**src/lpr_pkg.sv**
```systemverilog
// Package for the line pixel rasterizer: coordinate and error widths, opcodes,
// the command record passed from front to back and the display size record.
// No dependencies.
`default_nettype none

package lpr_pkg;

   // coordinate, error term and display register widths
   localparam int COORD_BITS = 8;
   localparam int ERR_BITS   = COORD_BITS + 3;
   localparam int DISP_BITS  = COORD_BITS + 1;

   // configuration register indexes and reset values
   localparam logic CSR_IDX_WIDTH  = 1'b0;
   localparam logic CSR_IDX_HEIGHT = 1'b1;
   localparam logic [DISP_BITS-1:0] DISP_WIDTH_RESET  = DISP_BITS'(128);
   localparam logic [DISP_BITS-1:0] DISP_HEIGHT_RESET = DISP_BITS'(64);

   // depth of the command queue between front and back
   localparam int QUEUE_DEPTH = 2;
   localparam int QPTR_BITS   = $clog2(QUEUE_DEPTH);
   localparam int QCNT_BITS   = $clog2(QUEUE_DEPTH + 1);

   typedef enum logic {
      OP_START   = 1'b0,
      OP_ADVANCE = 1'b1
   } op_type;

   // one classified item, set up for the back end
   typedef struct packed {
      op_type                       opcode;
      logic [COORD_BITS-1:0]        col_start;
      logic [COORD_BITS-1:0]        row_start;
      logic                         step_left;
      logic                         step_up;
      logic                         col_major;
      logic signed [ERR_BITS-1:0]   err_init;
      logic signed [ERR_BITS-1:0]   inc_keep;
      logic signed [ERR_BITS-1:0]   inc_step;
      logic [COORD_BITS-1:0]        pixel_count;
      logic                         color;
   } cmd_type;

   // display size as held by the register file
   typedef struct packed {
      logic [DISP_BITS-1:0] width;
      logic [DISP_BITS-1:0] height;
   } cfg_type;

endpackage

`default_nettype wire

```
**src/lpr_if.sv**
```systemverilog
// Stream interfaces for the line pixel rasterizer: request items and pixel items.
// Depends on lpr_pkg for the coordinate width.
`default_nettype none

interface lpr_req_if;
   import lpr_pkg::*;

   logic                  valid;
   logic                  ready;
   logic                  opcode;
   logic [COORD_BITS-1:0] x_start;
   logic [COORD_BITS-1:0] y_start;
   logic [COORD_BITS-1:0] x_end;
   logic [COORD_BITS-1:0] y_end;
   logic                  pen_color;

   modport source (output valid, opcode, x_start, y_start, x_end, y_end, pen_color,
                   input ready);
   modport sink   (input valid, opcode, x_start, y_start, x_end, y_end, pen_color,
                   output ready);
endinterface

interface lpr_rsp_if;
   import lpr_pkg::*;

   logic                  valid;
   logic                  ready;
   logic                  pixel_valid;
   logic [COORD_BITS-1:0] pixel_x;
   logic [COORD_BITS-1:0] pixel_y;
   logic                  pixel_color;
   logic                  on_screen;
   logic                  last_pixel;

   modport source (output valid, pixel_valid, pixel_x, pixel_y, pixel_color, on_screen,
                   last_pixel, input ready);
   modport sink   (input valid, pixel_valid, pixel_x, pixel_y, pixel_color, on_screen,
                   last_pixel, output ready);
endinterface

`default_nettype wire

```
**src/line_pixel_rasterizer.sv**
```systemverilog
// Top level of the line pixel rasterizer: register file, front end, command queue
// and pixel stepper. Depends on lpr_pkg, lpr_if, lpr_front, lpr_cmd_queue, lpr_back.
`default_nettype none

// Bresenham line rasterizer for all octants. A start item (opcode 0) loads two
// endpoints and a pen color and returns the first endpoint as a pixel; each advance
// item (opcode 1) returns the next pixel, and the pixel on the second endpoint has
// last_pixel set. An advance with no line in progress returns an item with every
// field zero. Every request gives exactly one pixel item. The block takes one item
// per clock and returns one pixel per clock while the pixel output is not stalled;
// a request passes through the command queue and then the stepper's output register
// before its pixel appears. The rate is set by the stepper's error-term update.
// Registers: display_width at byte address 0 and display_height at byte address 4,
// 9 bits each, reset 128 and 64; a pixel is on screen when x and y are below them.
// Write the registers only while no items are in flight.

module line_pixel_rasterizer
   import lpr_pkg::*;
(
   input  logic        clock,
   input  logic        reset,
   lpr_req_if.sink     req_bus,
   lpr_rsp_if.source   rsp_bus,
   input  logic        csr_psel,
   input  logic        csr_penable,
   input  logic        csr_pwrite,
   input  logic [2:0]  csr_paddr,
   input  logic [31:0] csr_pwdata,
   output logic [31:0] csr_prdata,
   output logic        csr_pready
);

   cfg_type cfg_ff;
   cfg_type cfg_in;
   logic    csr_write;
   logic    csr_index;

   logic    push_valid;
   logic    push_ready;
   cmd_type push_cmd;
   logic    pop_valid;
   logic    pop_ready;
   cmd_type pop_cmd;

   // register file
   assign csr_pready = 1'b1;
   assign csr_write  = csr_psel && csr_penable && csr_pwrite;
   assign csr_index  = csr_paddr[2];

   always_comb begin
      cfg_in = cfg_ff;
      if (csr_write) begin
         unique case (csr_index)
            CSR_IDX_WIDTH:  cfg_in.width  = csr_pwdata[DISP_BITS-1:0];
            CSR_IDX_HEIGHT: cfg_in.height = csr_pwdata[DISP_BITS-1:0];
            default:        cfg_in = cfg_ff;
         endcase
      end
   end

   always_ff @(posedge clock) begin
      if (reset) begin
         cfg_ff.width  <= DISP_WIDTH_RESET;
         cfg_ff.height <= DISP_HEIGHT_RESET;
      end else begin
         cfg_ff <= cfg_in;
      end
   end

   // read back
   always_comb begin
      unique case (csr_index)
         CSR_IDX_WIDTH:  csr_prdata = {{(32-DISP_BITS){1'b0}}, cfg_ff.width};
         CSR_IDX_HEIGHT: csr_prdata = {{(32-DISP_BITS){1'b0}}, cfg_ff.height};
         default:        csr_prdata = '0;
      endcase
   end

   lpr_front u_front (
      .req_bus    (req_bus),
      .push_valid (push_valid),
      .push_ready (push_ready),
      .push_cmd   (push_cmd)
   );

   lpr_cmd_queue u_queue (
      .clock      (clock),
      .reset      (reset),
      .push_valid (push_valid),
      .push_ready (push_ready),
      .push_cmd   (push_cmd),
      .pop_valid  (pop_valid),
      .pop_ready  (pop_ready),
      .pop_cmd    (pop_cmd)
   );

   lpr_back u_back (
      .clock     (clock),
      .reset     (reset),
      .cfg       (cfg_ff),
      .pop_valid (pop_valid),
      .pop_ready (pop_ready),
      .pop_cmd   (pop_cmd),
      .rsp_bus   (rsp_bus)
   );

endmodule

`default_nettype wire

```
**src/lpr_front.sv**
```systemverilog
// Front end: accepts request items, classifies them and sets up line parameters.
// Depends on lpr_pkg and lpr_req_if.
`default_nettype none

module lpr_front
   import lpr_pkg::*;
(
   lpr_req_if.sink   req_bus,
   output logic      push_valid,
   input  logic      push_ready,
   output cmd_type   push_cmd
);

   logic                  left;
   logic                  up;
   logic [COORD_BITS-1:0] dcol;
   logic [COORD_BITS-1:0] drow;
   logic                  major_col;
   logic [COORD_BITS-1:0] major;
   logic [COORD_BITS-1:0] minor;
   logic signed [ERR_BITS-1:0] two_minor;
   logic signed [ERR_BITS-1:0] two_major;
   logic signed [ERR_BITS-1:0] one_major;

   // hand items straight to the queue while it has room
   assign push_valid    = req_bus.valid;
   assign req_bus.ready = push_ready;

   // absolute deltas, step directions and major axis
   always_comb begin
      left      = req_bus.x_start > req_bus.x_end;
      up        = req_bus.y_start > req_bus.y_end;
      dcol      = left ? req_bus.x_start - req_bus.x_end : req_bus.x_end - req_bus.x_start;
      drow      = up   ? req_bus.y_start - req_bus.y_end : req_bus.y_end - req_bus.y_start;
      major_col = dcol >= drow;
      major     = major_col ? dcol : drow;
      minor     = major_col ? drow : dcol;
      two_minor = $signed({2'b00, minor, 1'b0});
      two_major = $signed({2'b00, major, 1'b0});
      one_major = $signed({3'b000, major});
   end

   // build the command record
   always_comb begin
      push_cmd.opcode      = req_bus.opcode ? OP_ADVANCE : OP_START;
      push_cmd.col_start   = req_bus.x_start;
      push_cmd.row_start   = req_bus.y_start;
      push_cmd.step_left   = left;
      push_cmd.step_up     = up;
      push_cmd.col_major   = major_col;
      push_cmd.err_init    = two_minor - one_major;
      push_cmd.inc_keep    = two_minor;
      push_cmd.inc_step    = two_minor - two_major;
      push_cmd.pixel_count = major;
      push_cmd.color       = req_bus.pen_color;
   end

endmodule

`default_nettype wire

```
**src/lpr_cmd_queue.sv**
```systemverilog
// Short command queue between the front end and the pixel stepper.
// Depends on lpr_pkg for the command record and queue depth.
`default_nettype none

module lpr_cmd_queue
   import lpr_pkg::*;
(
   input  logic    clock,
   input  logic    reset,
   input  logic    push_valid,
   output logic    push_ready,
   input  cmd_type push_cmd,
   output logic    pop_valid,
   input  logic    pop_ready,
   output cmd_type pop_cmd
);

   cmd_type                entry_ff [QUEUE_DEPTH];
   logic [QPTR_BITS-1:0]   wr_ptr_ff;
   logic [QPTR_BITS-1:0]   wr_ptr_in;
   logic [QPTR_BITS-1:0]   rd_ptr_ff;
   logic [QPTR_BITS-1:0]   rd_ptr_in;
   logic [QCNT_BITS-1:0]   count_ff;
   logic [QCNT_BITS-1:0]   count_in;
   logic                   do_push;
   logic                   do_pop;

   assign push_ready = count_ff != QCNT_BITS'(QUEUE_DEPTH);
   assign pop_valid  = count_ff != '0;
   assign pop_cmd    = entry_ff[rd_ptr_ff];
   assign do_push    = push_valid && push_ready;
   assign do_pop     = pop_valid && pop_ready;

   // advance pointers and fill count
   always_comb begin
      wr_ptr_in = wr_ptr_ff;
      rd_ptr_in = rd_ptr_ff;
      count_in  = count_ff;
      if (do_push) begin
         wr_ptr_in = (wr_ptr_ff == QPTR_BITS'(QUEUE_DEPTH - 1)) ? '0 : wr_ptr_ff + 1'b1;
      end
      if (do_pop) begin
         rd_ptr_in = (rd_ptr_ff == QPTR_BITS'(QUEUE_DEPTH - 1)) ? '0 : rd_ptr_ff + 1'b1;
      end
      if (do_push && !do_pop) begin
         count_in = count_ff + 1'b1;
      end else if (do_pop && !do_push) begin
         count_in = count_ff - 1'b1;
      end
   end

   always_ff @(posedge clock) begin
      if (reset) begin
         wr_ptr_ff <= '0;
         rd_ptr_ff <= '0;
         count_ff  <= '0;
      end else begin
         wr_ptr_ff <= wr_ptr_in;
         rd_ptr_ff <= rd_ptr_in;
         count_ff  <= count_in;
      end
   end

   // store the pushed item
   always_ff @(posedge clock) begin
      if (do_push) begin
         entry_ff[wr_ptr_ff] <= push_cmd;
      end
   end

endmodule

`default_nettype wire

```
**src/lpr_back.sv**
```systemverilog
// Back end: holds the line state, steps at most one pixel per command and
// registers the outgoing pixel item. Depends on lpr_pkg and lpr_rsp_if.
`default_nettype none

module lpr_back
   import lpr_pkg::*;
(
   input  logic      clock,
   input  logic      reset,
   input  cfg_type   cfg,
   input  logic      pop_valid,
   output logic      pop_ready,
   input  cmd_type   pop_cmd,
   lpr_rsp_if.source rsp_bus
);

   // line state
   logic [COORD_BITS-1:0]      cur_col_ff,     cur_col_in;
   logic [COORD_BITS-1:0]      cur_row_ff,     cur_row_in;
   logic signed [ERR_BITS-1:0] err_ff,         err_in;
   logic signed [ERR_BITS-1:0] inc_keep_ff,    inc_keep_in;
   logic signed [ERR_BITS-1:0] inc_step_ff,    inc_step_in;
   logic                       step_left_ff,   step_left_in;
   logic                       step_up_ff,     step_up_in;
   logic                       col_major_ff,   col_major_in;
   logic [COORD_BITS-1:0]      pixels_left_ff, pixels_left_in;
   logic                       busy_ff,        busy_in;
   logic                       color_ff,       color_in;

   // output register
   logic                       rsp_valid_ff,   rsp_valid_in;
   logic                       pix_valid_ff,   pix_valid_in;
   logic [COORD_BITS-1:0]      pix_x_ff,       pix_x_in;
   logic [COORD_BITS-1:0]      pix_y_ff,       pix_y_in;
   logic                       pix_color_ff,   pix_color_in;
   logic                       pix_on_ff,      pix_on_in;
   logic                       pix_last_ff,    pix_last_in;

   logic                       fire;
   logic                       err_neg;
   logic [COORD_BITS-1:0]      col_moved;
   logic [COORD_BITS-1:0]      row_moved;

   // take a command whenever the output register is free or draining
   assign pop_ready = !rsp_valid_ff || rsp_bus.ready;
   assign fire      = pop_valid && pop_ready;

   assign err_neg   = err_ff[ERR_BITS-1];
   assign col_moved = step_left_ff ? cur_col_ff - 1'b1 : cur_col_ff + 1'b1;
   assign row_moved = step_up_ff   ? cur_row_ff - 1'b1 : cur_row_ff + 1'b1;

   // execute start and advance commands
   always_comb begin
      cur_col_in     = cur_col_ff;
      cur_row_in     = cur_row_ff;
      err_in         = err_ff;
      inc_keep_in    = inc_keep_ff;
      inc_step_in    = inc_step_ff;
      step_left_in   = step_left_ff;
      step_up_in     = step_up_ff;
      col_major_in   = col_major_ff;
      pixels_left_in = pixels_left_ff;
      busy_in        = busy_ff;
      color_in       = color_ff;
      pix_valid_in   = pix_valid_ff;
      pix_x_in       = pix_x_ff;
      pix_y_in       = pix_y_ff;
      pix_color_in   = pix_color_ff;
      pix_last_in    = pix_last_ff;
      if (fire) begin
         if (pop_cmd.opcode == OP_START) begin
            // drop any line in progress and load the new one
            cur_col_in     = pop_cmd.col_start;
            cur_row_in     = pop_cmd.row_start;
            err_in         = pop_cmd.err_init;
            inc_keep_in    = pop_cmd.inc_keep;
            inc_step_in    = pop_cmd.inc_step;
            step_left_in   = pop_cmd.step_left;
            step_up_in     = pop_cmd.step_up;
            col_major_in   = pop_cmd.col_major;
            pixels_left_in = pop_cmd.pixel_count;
            busy_in        = pop_cmd.pixel_count != '0;
            color_in       = pop_cmd.color;
            pix_valid_in   = 1'b1;
            pix_x_in       = pop_cmd.col_start;
            pix_y_in       = pop_cmd.row_start;
            pix_color_in   = pop_cmd.color;
            pix_last_in    = pop_cmd.pixel_count == '0;
         end else if (busy_ff) begin
            // step the major axis, and the minor one when the error term allows
            if (err_neg) begin
               err_in = err_ff + inc_keep_ff;
            end else begin
               err_in = err_ff + inc_step_ff;
            end
            if (col_major_ff) begin
               cur_col_in = col_moved;
               if (!err_neg) begin
                  cur_row_in = row_moved;
               end
            end else begin
               cur_row_in = row_moved;
               if (!err_neg) begin
                  cur_col_in = col_moved;
               end
            end
            pixels_left_in = pixels_left_ff - 1'b1;
            busy_in        = pixels_left_ff != COORD_BITS'(1);
            pix_valid_in   = 1'b1;
            pix_x_in       = cur_col_in;
            pix_y_in       = cur_row_in;
            pix_color_in   = color_ff;
            pix_last_in    = pixels_left_ff == COORD_BITS'(1);
         end else begin
            // advance with no line: empty item
            pix_valid_in = 1'b0;
            pix_x_in     = '0;
            pix_y_in     = '0;
            pix_color_in = 1'b0;
            pix_last_in  = 1'b0;
         end
      end
   end

   // on-screen test against the display size
   always_comb begin
      pix_on_in = pix_on_ff;
      if (fire) begin
         pix_on_in = pix_valid_in
                     && ({1'b0, pix_x_in} < cfg.width)
                     && ({1'b0, pix_y_in} < cfg.height);
      end
   end

   // hold the item until it is taken
   assign rsp_valid_in = fire || (rsp_valid_ff && !rsp_bus.ready);

   always_ff @(posedge clock) begin
      if (reset) begin
         busy_ff      <= 1'b0;
         rsp_valid_ff <= 1'b0;
      end else begin
         busy_ff      <= busy_in;
         rsp_valid_ff <= rsp_valid_in;
      end
   end

   always_ff @(posedge clock) begin
      cur_col_ff     <= cur_col_in;
      cur_row_ff     <= cur_row_in;
      err_ff         <= err_in;
      inc_keep_ff    <= inc_keep_in;
      inc_step_ff    <= inc_step_in;
      step_left_ff   <= step_left_in;
      step_up_ff     <= step_up_in;
      col_major_ff   <= col_major_in;
      pixels_left_ff <= pixels_left_in;
      color_ff       <= color_in;
      pix_valid_ff   <= pix_valid_in;
      pix_x_ff       <= pix_x_in;
      pix_y_ff       <= pix_y_in;
      pix_color_ff   <= pix_color_in;
      pix_on_ff      <= pix_on_in;
      pix_last_ff    <= pix_last_in;
   end

   assign rsp_bus.valid       = rsp_valid_ff;
   assign rsp_bus.pixel_valid = pix_valid_ff;
   assign rsp_bus.pixel_x     = pix_x_ff;
   assign rsp_bus.pixel_y     = pix_y_ff;
   assign rsp_bus.pixel_color = pix_color_ff;
   assign rsp_bus.on_screen   = pix_on_ff;
   assign rsp_bus.last_pixel  = pix_last_ff;

endmodule

`default_nettype wire

```
**src/flat_wrapper.sv**
```systemverilog
// flat-port wrapper written by rule: the top's interface ports become plain ports
module line_pixel_rasterizer_flat import lpr_pkg::*;
  (clock, reset, csr_psel, csr_penable, csr_pwrite, csr_paddr, csr_pwdata, csr_prdata, csr_pready, req_bus_valid, req_bus_opcode, req_bus_x_start, req_bus_y_start, req_bus_x_end, req_bus_y_end, req_bus_pen_color, req_bus_ready, rsp_bus_valid, rsp_bus_pixel_valid, rsp_bus_pixel_x, rsp_bus_pixel_y, rsp_bus_pixel_color, rsp_bus_on_screen, rsp_bus_last_pixel, rsp_bus_ready);
  lpr_req_if req_bus_i ();
  lpr_rsp_if rsp_bus_i ();
  input  logic clock;
  input  logic reset;
  input  logic csr_psel;
  input  logic csr_penable;
  input  logic csr_pwrite;
  input  logic [2:0] csr_paddr;
  input  logic [31:0] csr_pwdata;
  output logic [31:0] csr_prdata;
  output logic csr_pready;
  input wire logic [$bits(req_bus_i.valid)-1:0] req_bus_valid;
  input wire logic [$bits(req_bus_i.opcode)-1:0] req_bus_opcode;
  input wire logic [$bits(req_bus_i.x_start)-1:0] req_bus_x_start;
  input wire logic [$bits(req_bus_i.y_start)-1:0] req_bus_y_start;
  input wire logic [$bits(req_bus_i.x_end)-1:0] req_bus_x_end;
  input wire logic [$bits(req_bus_i.y_end)-1:0] req_bus_y_end;
  input wire logic [$bits(req_bus_i.pen_color)-1:0] req_bus_pen_color;
  output wire logic [$bits(req_bus_i.ready)-1:0] req_bus_ready;
  output wire logic [$bits(rsp_bus_i.valid)-1:0] rsp_bus_valid;
  output wire logic [$bits(rsp_bus_i.pixel_valid)-1:0] rsp_bus_pixel_valid;
  output wire logic [$bits(rsp_bus_i.pixel_x)-1:0] rsp_bus_pixel_x;
  output wire logic [$bits(rsp_bus_i.pixel_y)-1:0] rsp_bus_pixel_y;
  output wire logic [$bits(rsp_bus_i.pixel_color)-1:0] rsp_bus_pixel_color;
  output wire logic [$bits(rsp_bus_i.on_screen)-1:0] rsp_bus_on_screen;
  output wire logic [$bits(rsp_bus_i.last_pixel)-1:0] rsp_bus_last_pixel;
  input wire logic [$bits(rsp_bus_i.ready)-1:0] rsp_bus_ready;
  assign req_bus_i.valid = req_bus_valid;
  assign req_bus_i.opcode = req_bus_opcode;
  assign req_bus_i.x_start = req_bus_x_start;
  assign req_bus_i.y_start = req_bus_y_start;
  assign req_bus_i.x_end = req_bus_x_end;
  assign req_bus_i.y_end = req_bus_y_end;
  assign req_bus_i.pen_color = req_bus_pen_color;
  assign req_bus_ready = req_bus_i.ready;
  assign rsp_bus_valid = rsp_bus_i.valid;
  assign rsp_bus_pixel_valid = rsp_bus_i.pixel_valid;
  assign rsp_bus_pixel_x = rsp_bus_i.pixel_x;
  assign rsp_bus_pixel_y = rsp_bus_i.pixel_y;
  assign rsp_bus_pixel_color = rsp_bus_i.pixel_color;
  assign rsp_bus_on_screen = rsp_bus_i.on_screen;
  assign rsp_bus_last_pixel = rsp_bus_i.last_pixel;
  assign rsp_bus_i.ready = rsp_bus_ready;
  line_pixel_rasterizer u_core (.clock(clock), .reset(reset), .req_bus(req_bus_i), .rsp_bus(rsp_bus_i), .csr_psel(csr_psel), .csr_penable(csr_penable), .csr_pwrite(csr_pwrite), .csr_paddr(csr_paddr), .csr_pwdata(csr_pwdata), .csr_prdata(csr_prdata), .csr_pready(csr_pready));
endmodule
```
**config.mk**
```make
export PLATFORM = sky130hd
export DESIGN_NAME = line_pixel_rasterizer_flat
export DESIGN_NICKNAME = d
export VERILOG_FILES = /design/src/lpr_pkg.sv /design/src/lpr_if.sv /design/src/line_pixel_rasterizer.sv /design/src/lpr_front.sv /design/src/lpr_cmd_queue.sv /design/src/lpr_back.sv /design/src/flat_wrapper.sv
export SDC_FILE = /design/constraint.sdc
export NUM_CORES = 1
export LEC_CHECK = 0
export BUFFER_PORTS_ARGS = -buffer_cell sky130_fd_sc_hd__buf_4
export CAP_MARGIN = 20
export CORE_MARGIN = 2
export CORE_UTILIZATION = 50
export DETAILED_ROUTE_END_ITERATION = 8
export PLACE_DENSITY = 0.66
export SETUP_SLACK_MARGIN = 0.2
export SYNTH_ARGS = -nofsm -noshare
export SYNTH_HDL_FRONTEND = slang
export SYNTH_HIERARCHICAL = 1
export SYNTH_SLANG_ARGS = --single-unit
```
**constraint.sdc**
```tcl
create_clock -name clock -period 15.8 [get_ports clock]
set_input_delay 3.16 -clock clock [delete_from_list [all_inputs] [get_ports clock]]
set_output_delay 3.16 -clock clock [all_outputs]
set_load 0.005 [all_outputs]
```
==> results of run 1 <==
-- stage by stage --
stage,hold WS (ns),utilization
after floorplan,0.458,-
after global routing,0.514,0.562
after global placement,0.474,0.530
after CTS,0.490,0.562
after detailed placement,0.481,0.530
final,0.490,0.562
-- registers in the layout (all words and copies together), names as in the netlist, 11 cells and up, named ones only --
register,cells
u_core/u_back/inc_step_ff,11
u_core/u_queue/entry_ff,124
u_core/cfg_ff,18
u_core/u_back/inc_keep_ff,11
u_core/u_back/err_ff,11
-- power by group --
part	total (W)	switching (W)	internal (W)
Clock	0.000603	0.000230	0.000373
Sequential	0.00103	0.0000680	0.000962
Combinational	0.00141	0.000815	0.000591
Total	0.00304	0.00111	0.00193
-- kinds of logic (layout without fill, tap and decap cells) --
kind of cell | count (synthesis) | after routing | share of synthesized area
multiplexers | 128 | 128 | 0.103
XOR/XNOR | 33 | 33 | 0.0214
buffers and inverters | 191 | 237 | 0.0715
AND/OR/NAND/NOR | 251 | 251 | 0.0968
other | 3 | 29 | 0.000832
adder cells (fa/ha/maj) | 92 | 92 | 0.0895
AO/OA/AOI/OAI | 263 | 263 | 0.137
flip-flops | 230 | 230 | 0.479
-- synthesized netlist by cell type, types with 11 or more instances --
| cell type | count | area share |
|---|---|---|
| xor2_1 | 11 | 0.0071 |
| nor2_1 | 56 | 0.016 |
| a211oi_1 | 22 | 0.012 |
| clkbuf_1 | 14 | 0.0039 |
| nand3_1 | 13 | 0.0048 |
| o211ai_1 | 14 | 0.0078 |
| ha_1 | 84 | 0.078 |
| mux2_2 | 95 | 0.079 |
| xnor2_1 | 22 | 0.014 |
| buf_4 | 63 | 0.035 |
| edfxtp_1 | 188 | 0.42 |
| o21ai_0 | 40 | 0.015 |
| and3_1 | 11 | 0.0051 |
| a21o_1 | 21 | 0.012 |
| dfxtp_1 | 42 | 0.062 |
| a21oi_1 | 60 | 0.022 |
| inv_1 | 99 | 0.027 |
| nand2b_1 | 33 | 0.015 |
| nor3_1 | 16 | 0.0059 |
| nand2_1 | 63 | 0.017 |
| mux2i_1 | 33 | 0.024 |
-- worst max-delay path by stage --
stage / start / endpoint / depth (start not counted)
6_report: req_bus_y_start[0] / u_core/u_queue/entry_ff[1][39] / 26
5_1_grt: req_bus_y_start[0] / u_core/u_queue/entry_ff[1][39] / 26
4_1_cts: req_bus_y_start[0] / u_core/u_queue/entry_ff[1][39] / 26
3_5_place_dp: req_bus_y_start[0] / u_core/u_queue/entry_ff[0][39] / 26
3_3_place_gp: req_bus_y_start[0] / u_core/u_queue/entry_ff[0][39] / 26
2_1_floorplan: req_bus_y_start[0] / u_core/u_queue/entry_ff[0][39] / 25
-- per-layer routing --
layer,GRT usage,up-vias
met2,0.326,193
met4,0.0495,0
met3,0.0203,39
li1,-,4433
met5,0,-
met1,0.286,4244
-- cell type report --
type | count | area share
inverters | 101 | 0.0254
clock inverters | 16 | 0.0140
well taps | 341 | 0.0284
multi-input cells | 795 | 0.412
clock buffers | 30 | 0.0429
repair buffers | 90 | 0.0450
diodes | 1 | 0.000167
flip-flops and latches | 230 | 0.432
-- worst min-delay path: stages (launching register included) --
cell and delay [ns]:
dfxtp_1 0.32, nand2b_1 0.07, mux2i_1 0.06
-- cell usage in the layout (no fill, tap or decap), types with 9 or more instances in the layout --
master and n:
edfxtp_1 188, inv_1 98, mux2_2 95, buf_4 90, ha_1 84, nand2_1 63, a21oi_1 60, nor2_1 55
dfxtp_1 41, o21ai_0 40, nand2b_1 33, mux2i_1 33, conb_1 28, clkbuf_16 25, a211oi_1 22, xnor2_1 22
a21o_1 21, nor3_1 15, o211ai_1 14, nand3_1 13, xor2_1 11, a31oi_1 10, a22o_1 10, and3_1 10
o21a_1 9
==> results.json, run 1 <==
{
  "vias_per_cell": 5.55,
  "reg2reg_slack_ns": 11.49,
  "clk-insertion-delay-late_ns": 0.53,
  "period_needed_ns": 8.82,
  "grt_first_pass_wirelength_um": 45400,
  "grt_max_degree": 63,
  "die_width_um": 169,
  "seq_area_frac_synth": 0.479,
  "min_path_type": "reg2reg",
  "leakagePower_nw": 6.03,
  "fin_ws_ns": 6.98,
  "critPathLaunchType": "primary input",
  "setup_tns_ns": 0,
  "floorplan.initialDensity": 0.506,
  "cts-hold-fix-buffers": 0,
  "wire_per_inst_um": 17.4,
  "final_antenna_net_count": 0,
  "critPathTopFamily": "compound AO/OA/AOI/OAI gates",
  "clockBufferDepth": 3,
  "hpwl_um": 19800,
  "wl_met1_um": 13400,
  "power_w": 0.00304,
  "timing.fmax_ghz": 0.113,
  "wl_met2_um": 12900,
  "grt_remaining_overflow": 0,
  "min_path_cells": 2,
  "drive_gt1_frac": 0.198,
  "synth-edff-count": 188,
  "gp_congestion": 0.853,
  "slew_headroom": 0.353,
  "p_per_area_nw_per_um2": 202,
  "cts_sinks": 230,
  "grt_pass1_vias": 8689,
  "maxCapViolations": 0,
  "vias": 8909,
  "design_area_um2": 15000,
  "ff2ff_path_depth": 14,
  "dpl_cell_area_um2": 14200,
  "status": "finished, final reports clean",
  "rsz0062_at_grt": "no",
  "critical_path_class": "in2reg",
  "synth_cell_type_count": 83,
  "syn_to_final_growth_pct": 10.9,
  "synth_cells": 1191,
  "ir_drop_mv": 0.0806,
  "numPortBuffers": 81,
  "drv_slew": 0,
  "die_h_um": 169,
  "slowest_delay_ns": 0.57,
  "rr_endpoint": "u_core/u_back/rsp_bus.on_screen",
  "firstDrtPassIters": 7,
  "synthFlopType": "edfxtp_1",
  "htree_num_levels": 1,
  "critPathArrivalTime_ns": 9.05,
  "cts_setup_buffers": 0,
  "cts_resized": 0,
  "crit_path_top_delay_cell": "fa_1",
  "hold_viol": 0,
  "numCtsBuffers": 25,
  "final_cells": 1604,
  "drc": 0,
  "multi_input_area_um2": 6180,
  "cts.clk_slew.worst_paths_ns": 0.06,
  "cp_max_fo": 24,
  "final-setup-viol-count": 0,
  "yosysWarnings": 6,
  "die_area_um2": 28400,
  "regArea_um2": 6490,
  "end_kind": "flip-flop",
  "core_um2": 26700,
  "fillCellCount": 2278,
  "ys_ff_latch": 230,
  "antenna_found_initial": 0,
  "post-route-period-util": 0.558,
  "top_layer_used": "met4",
  "cts_root_buf": "clkbuf_16",
  "dr.first_iter.drc_count": 598,
  "tightest_slew_ns": 0.962,
  "path_common_cell": "a21oi_1",
  "io_pins": 131,
  "synthesis.area_um2": 13500,
  "syn-mean-instance-area_um2": 11.4,
  "hold_start": "u_core/cfg_ff[4]",
  "synthArstFlopShare": 0,
  "hold_end": "u_core/cfg_ff[4]",
  "fin_nets": 1411,
  "post-place-ws_ns": 6.57,
  "wl_um": 27900,
  "row_count": 60,
  "grt_usage": 0.199,
  "crit_buf_inv": 6,
  "finalClockSkew_ns": 0.0236,
  "cts_tree": "yes",
  "dp_cells": 1557,
  "met3_length_um": 1050,
  "worst-endpoint-required_ns": 16.03
}
(Power assumes the default switching activity.)
==> inputs of run 2 (changes only) <==
- PLACE_DENSITY: 0.66 -> 0.69
- clock period: 15.8 -> 7.7 ns (I/O delays scaled with it)
==> results.json, run 2 (synthesis results as in run 1) <==
{
  "finalClockSkew_ns": 0.0201,
  "cts_sinks": 230,
  "hold_viol": 0,
  "fin_nets": 1419,
  "row_count": 60,
  "cts_setup_buffers": 0,
  "clk-insertion-delay-late_ns": 0.53,
  "wire_per_inst_um": 17.3,
  "slew_headroom": 0.400,
  "final_cells": 1611,
  "cp_max_fo": 9,
  "vias": 9037,
  "die_width_um": 169,
  "final-setup-viol-count": 0,
  "die_h_um": 169,
  "leakagePower_nw": 6.06,
  "wl_um": 27900,
  "final_cell_mix": "edfxtp_1, inv_1, buf_4, mux2_2, ha_1",
  "min_path_type": "reg2reg",
  "grt_remaining_overflow": 0,
  "io_pins": 131,
  "end_kind": "flip-flop",
  "syn_to_final_growth_pct": 11.2,
  "period_needed_ns": 6.80,
  "n_antenna_cell": 0,
  "critPathLaunchType": "primary input",
  "grt_usage": 0.196,
  "hpwl_um": 20000,
  "fillCellCount": 2259,
  "post-route-period-util": 0.883,
  "tightest_slew_ns": 0.900,
  "cts.clk_slew.worst_paths_ns": 0.06,
  "critPathTopFamily": "compound AO/OA/AOI/OAI gates",
  "reg_top3": "u_core/u_queue/entry_ff: 124 flops, u_core/cfg_ff: 18 flops",
  "crit_buf_inv": 6,
  "maxCapViolations": 0,
  "path_common_cell": "a21oi_1",
  "drive_gt1_frac": 0.202,
  "grt_first_pass_wirelength_um": 44600,
  "setup_tns_ns": 0,
  "fin_ws_ns": 0.899,
  "ff2ff_path_depth": 12,
  "largest_reg_flops": 124,
  "final_antenna_net_count": 0,
  "status": "finished, final reports clean",
  "firstDrtPassIters": 5,
  "slowest_delay_ns": 0.47,
  "timing.fmax_ghz": 0.147,
  "rr_endpoint": "u_core/u_back/rsp_bus.on_screen",
  "critPathArrivalTime_ns": 7.06,
  "dr.first_iter.drc_count": 635,
  "hold_end": "u_core/cfg_ff[3]",
  "reg2reg_slack_ns": 3.74,
  "worst-endpoint-required_ns": 7.96,
  "cts_resized": 0,
  "mostFrequentLayoutCell": "edfxtp_1",
  "htree_num_levels": 1,
  "drv_slew": 0,
  "post-place-ws_ns": 0.364,
  "grt_pass1_vias": 8644,
  "cts-hold-fix-buffers": 0,
  "antenna_found_initial": 0,
  "cts_tree": "yes",
  "numPortBuffers": 81,
  "crit_path_top_delay_cell": "fa_1",
  "gp_congestion": 0.859,
  "vias_per_cell": 5.61,
  "numCtsBuffers": 26,
  "die_area_um2": 28400,
  "critical_path_class": "in2reg",
  "core_um2": 26700,
  "grt_max_degree": 63,
  "ir_drop_mv": 0.201,
  "rsz0062_at_grt": "no",
  "clockBufferDepth": 3,
  "top_register": "u_core/u_queue/entry_ff",
  "cts_root_buf": "clkbuf_16",
  "drc": 0,
  "dp_cells": 1564,
  "floorplan.initialDensity": 0.506,
  "min_path_cells": 2,
  "hold_start": "u_core/cfg_ff[3]",
  "p_per_area_nw_per_um2": 415
}
[run 2: layout make-up]
| type | instances | area, µm² | area share |
|---|---|---|---|
| sequential | 230 | 6490 | 0.431 |
| tap | 341 | 427 | 0.0284 |
| multi-input combinational | 795 | 6180 | 0.411 |
| inverter | 101 | 382 | 0.0254 |
| timing repair buffer | 97 | 728 | 0.0484 |
| clock inverter | 12 | 134 | 0.00890 |
| clock buffer | 35 | 706 | 0.0469 |
[run 2: stage by stage]
| stage | hold WS, ns | utilization | total power [W] | cell area [µm²] |
|---|---|---|---|---|
| 2_1_floorplan | 0.458 | - | 0.00432 | 13600 |
| 3_3_place_gp | 0.476 | 0.532 | 0.00495 | 14200 |
| 3_5_place_dp | 0.479 | 0.532 | 0.00504 | 14200 |
| 4_1_cts | 0.495 | 0.563 | 0.00627 | 15000 |
| 5_1_grt | 0.512 | 0.563 | 0.00669 | 15000 |
| 6_report | 0.490 | 0.563 | 0.00625 | 15000 |
[run 2: worst max path at each step]
| stage | start | end | slack (ns) | cells after the start |
|---|---|---|---|---|
| 2_1_floorplan | req_bus_y_start[0] | u_core/u_queue/entry_ff[0][39] | 0.79 | 25 |
| 3_3_place_gp | req_bus_y_start[0] | u_core/u_queue/entry_ff[0][39] | 0.43 | 27 |
| 3_5_place_dp | req_bus_y_start[0] | u_core/u_queue/entry_ff[1][38] | 0.36 | 25 |
| 4_1_cts | req_bus_y_start[0] | u_core/u_queue/entry_ff[0][39] | 0.91 | 27 |
| 5_1_grt | req_bus_y_start[0] | u_core/u_queue/entry_ff[0][38] | 0.37 | 26 |
| 6_report | req_bus_y_start[0] | u_core/u_queue/entry_ff[0][39] | 0.90 | 27 |
[run 2: power by group]
part           internal, W  total [W]  switching, W
logic              0.00124    0.00289       0.00165
clock network     0.000740    0.00121      0.000473
registers          0.00197    0.00214      0.000168
total              0.00395    0.00625       0.00230
[run 2: routing by layer]
metal  share of wire  global-route usage  routed length (µm)
met2            0.47               0.332               13200
met5               0                   0                   0
met3           0.044              0.0210                1230
met4           0.017              0.0472                 473
met1            0.47               0.271               13000
[run 2: worst min-delay path, cell delays in order (launching register included)]
cell and delay [ns]:
dfxtp_1 0.32, nand2b_1 0.06, mux2i_1 0.06
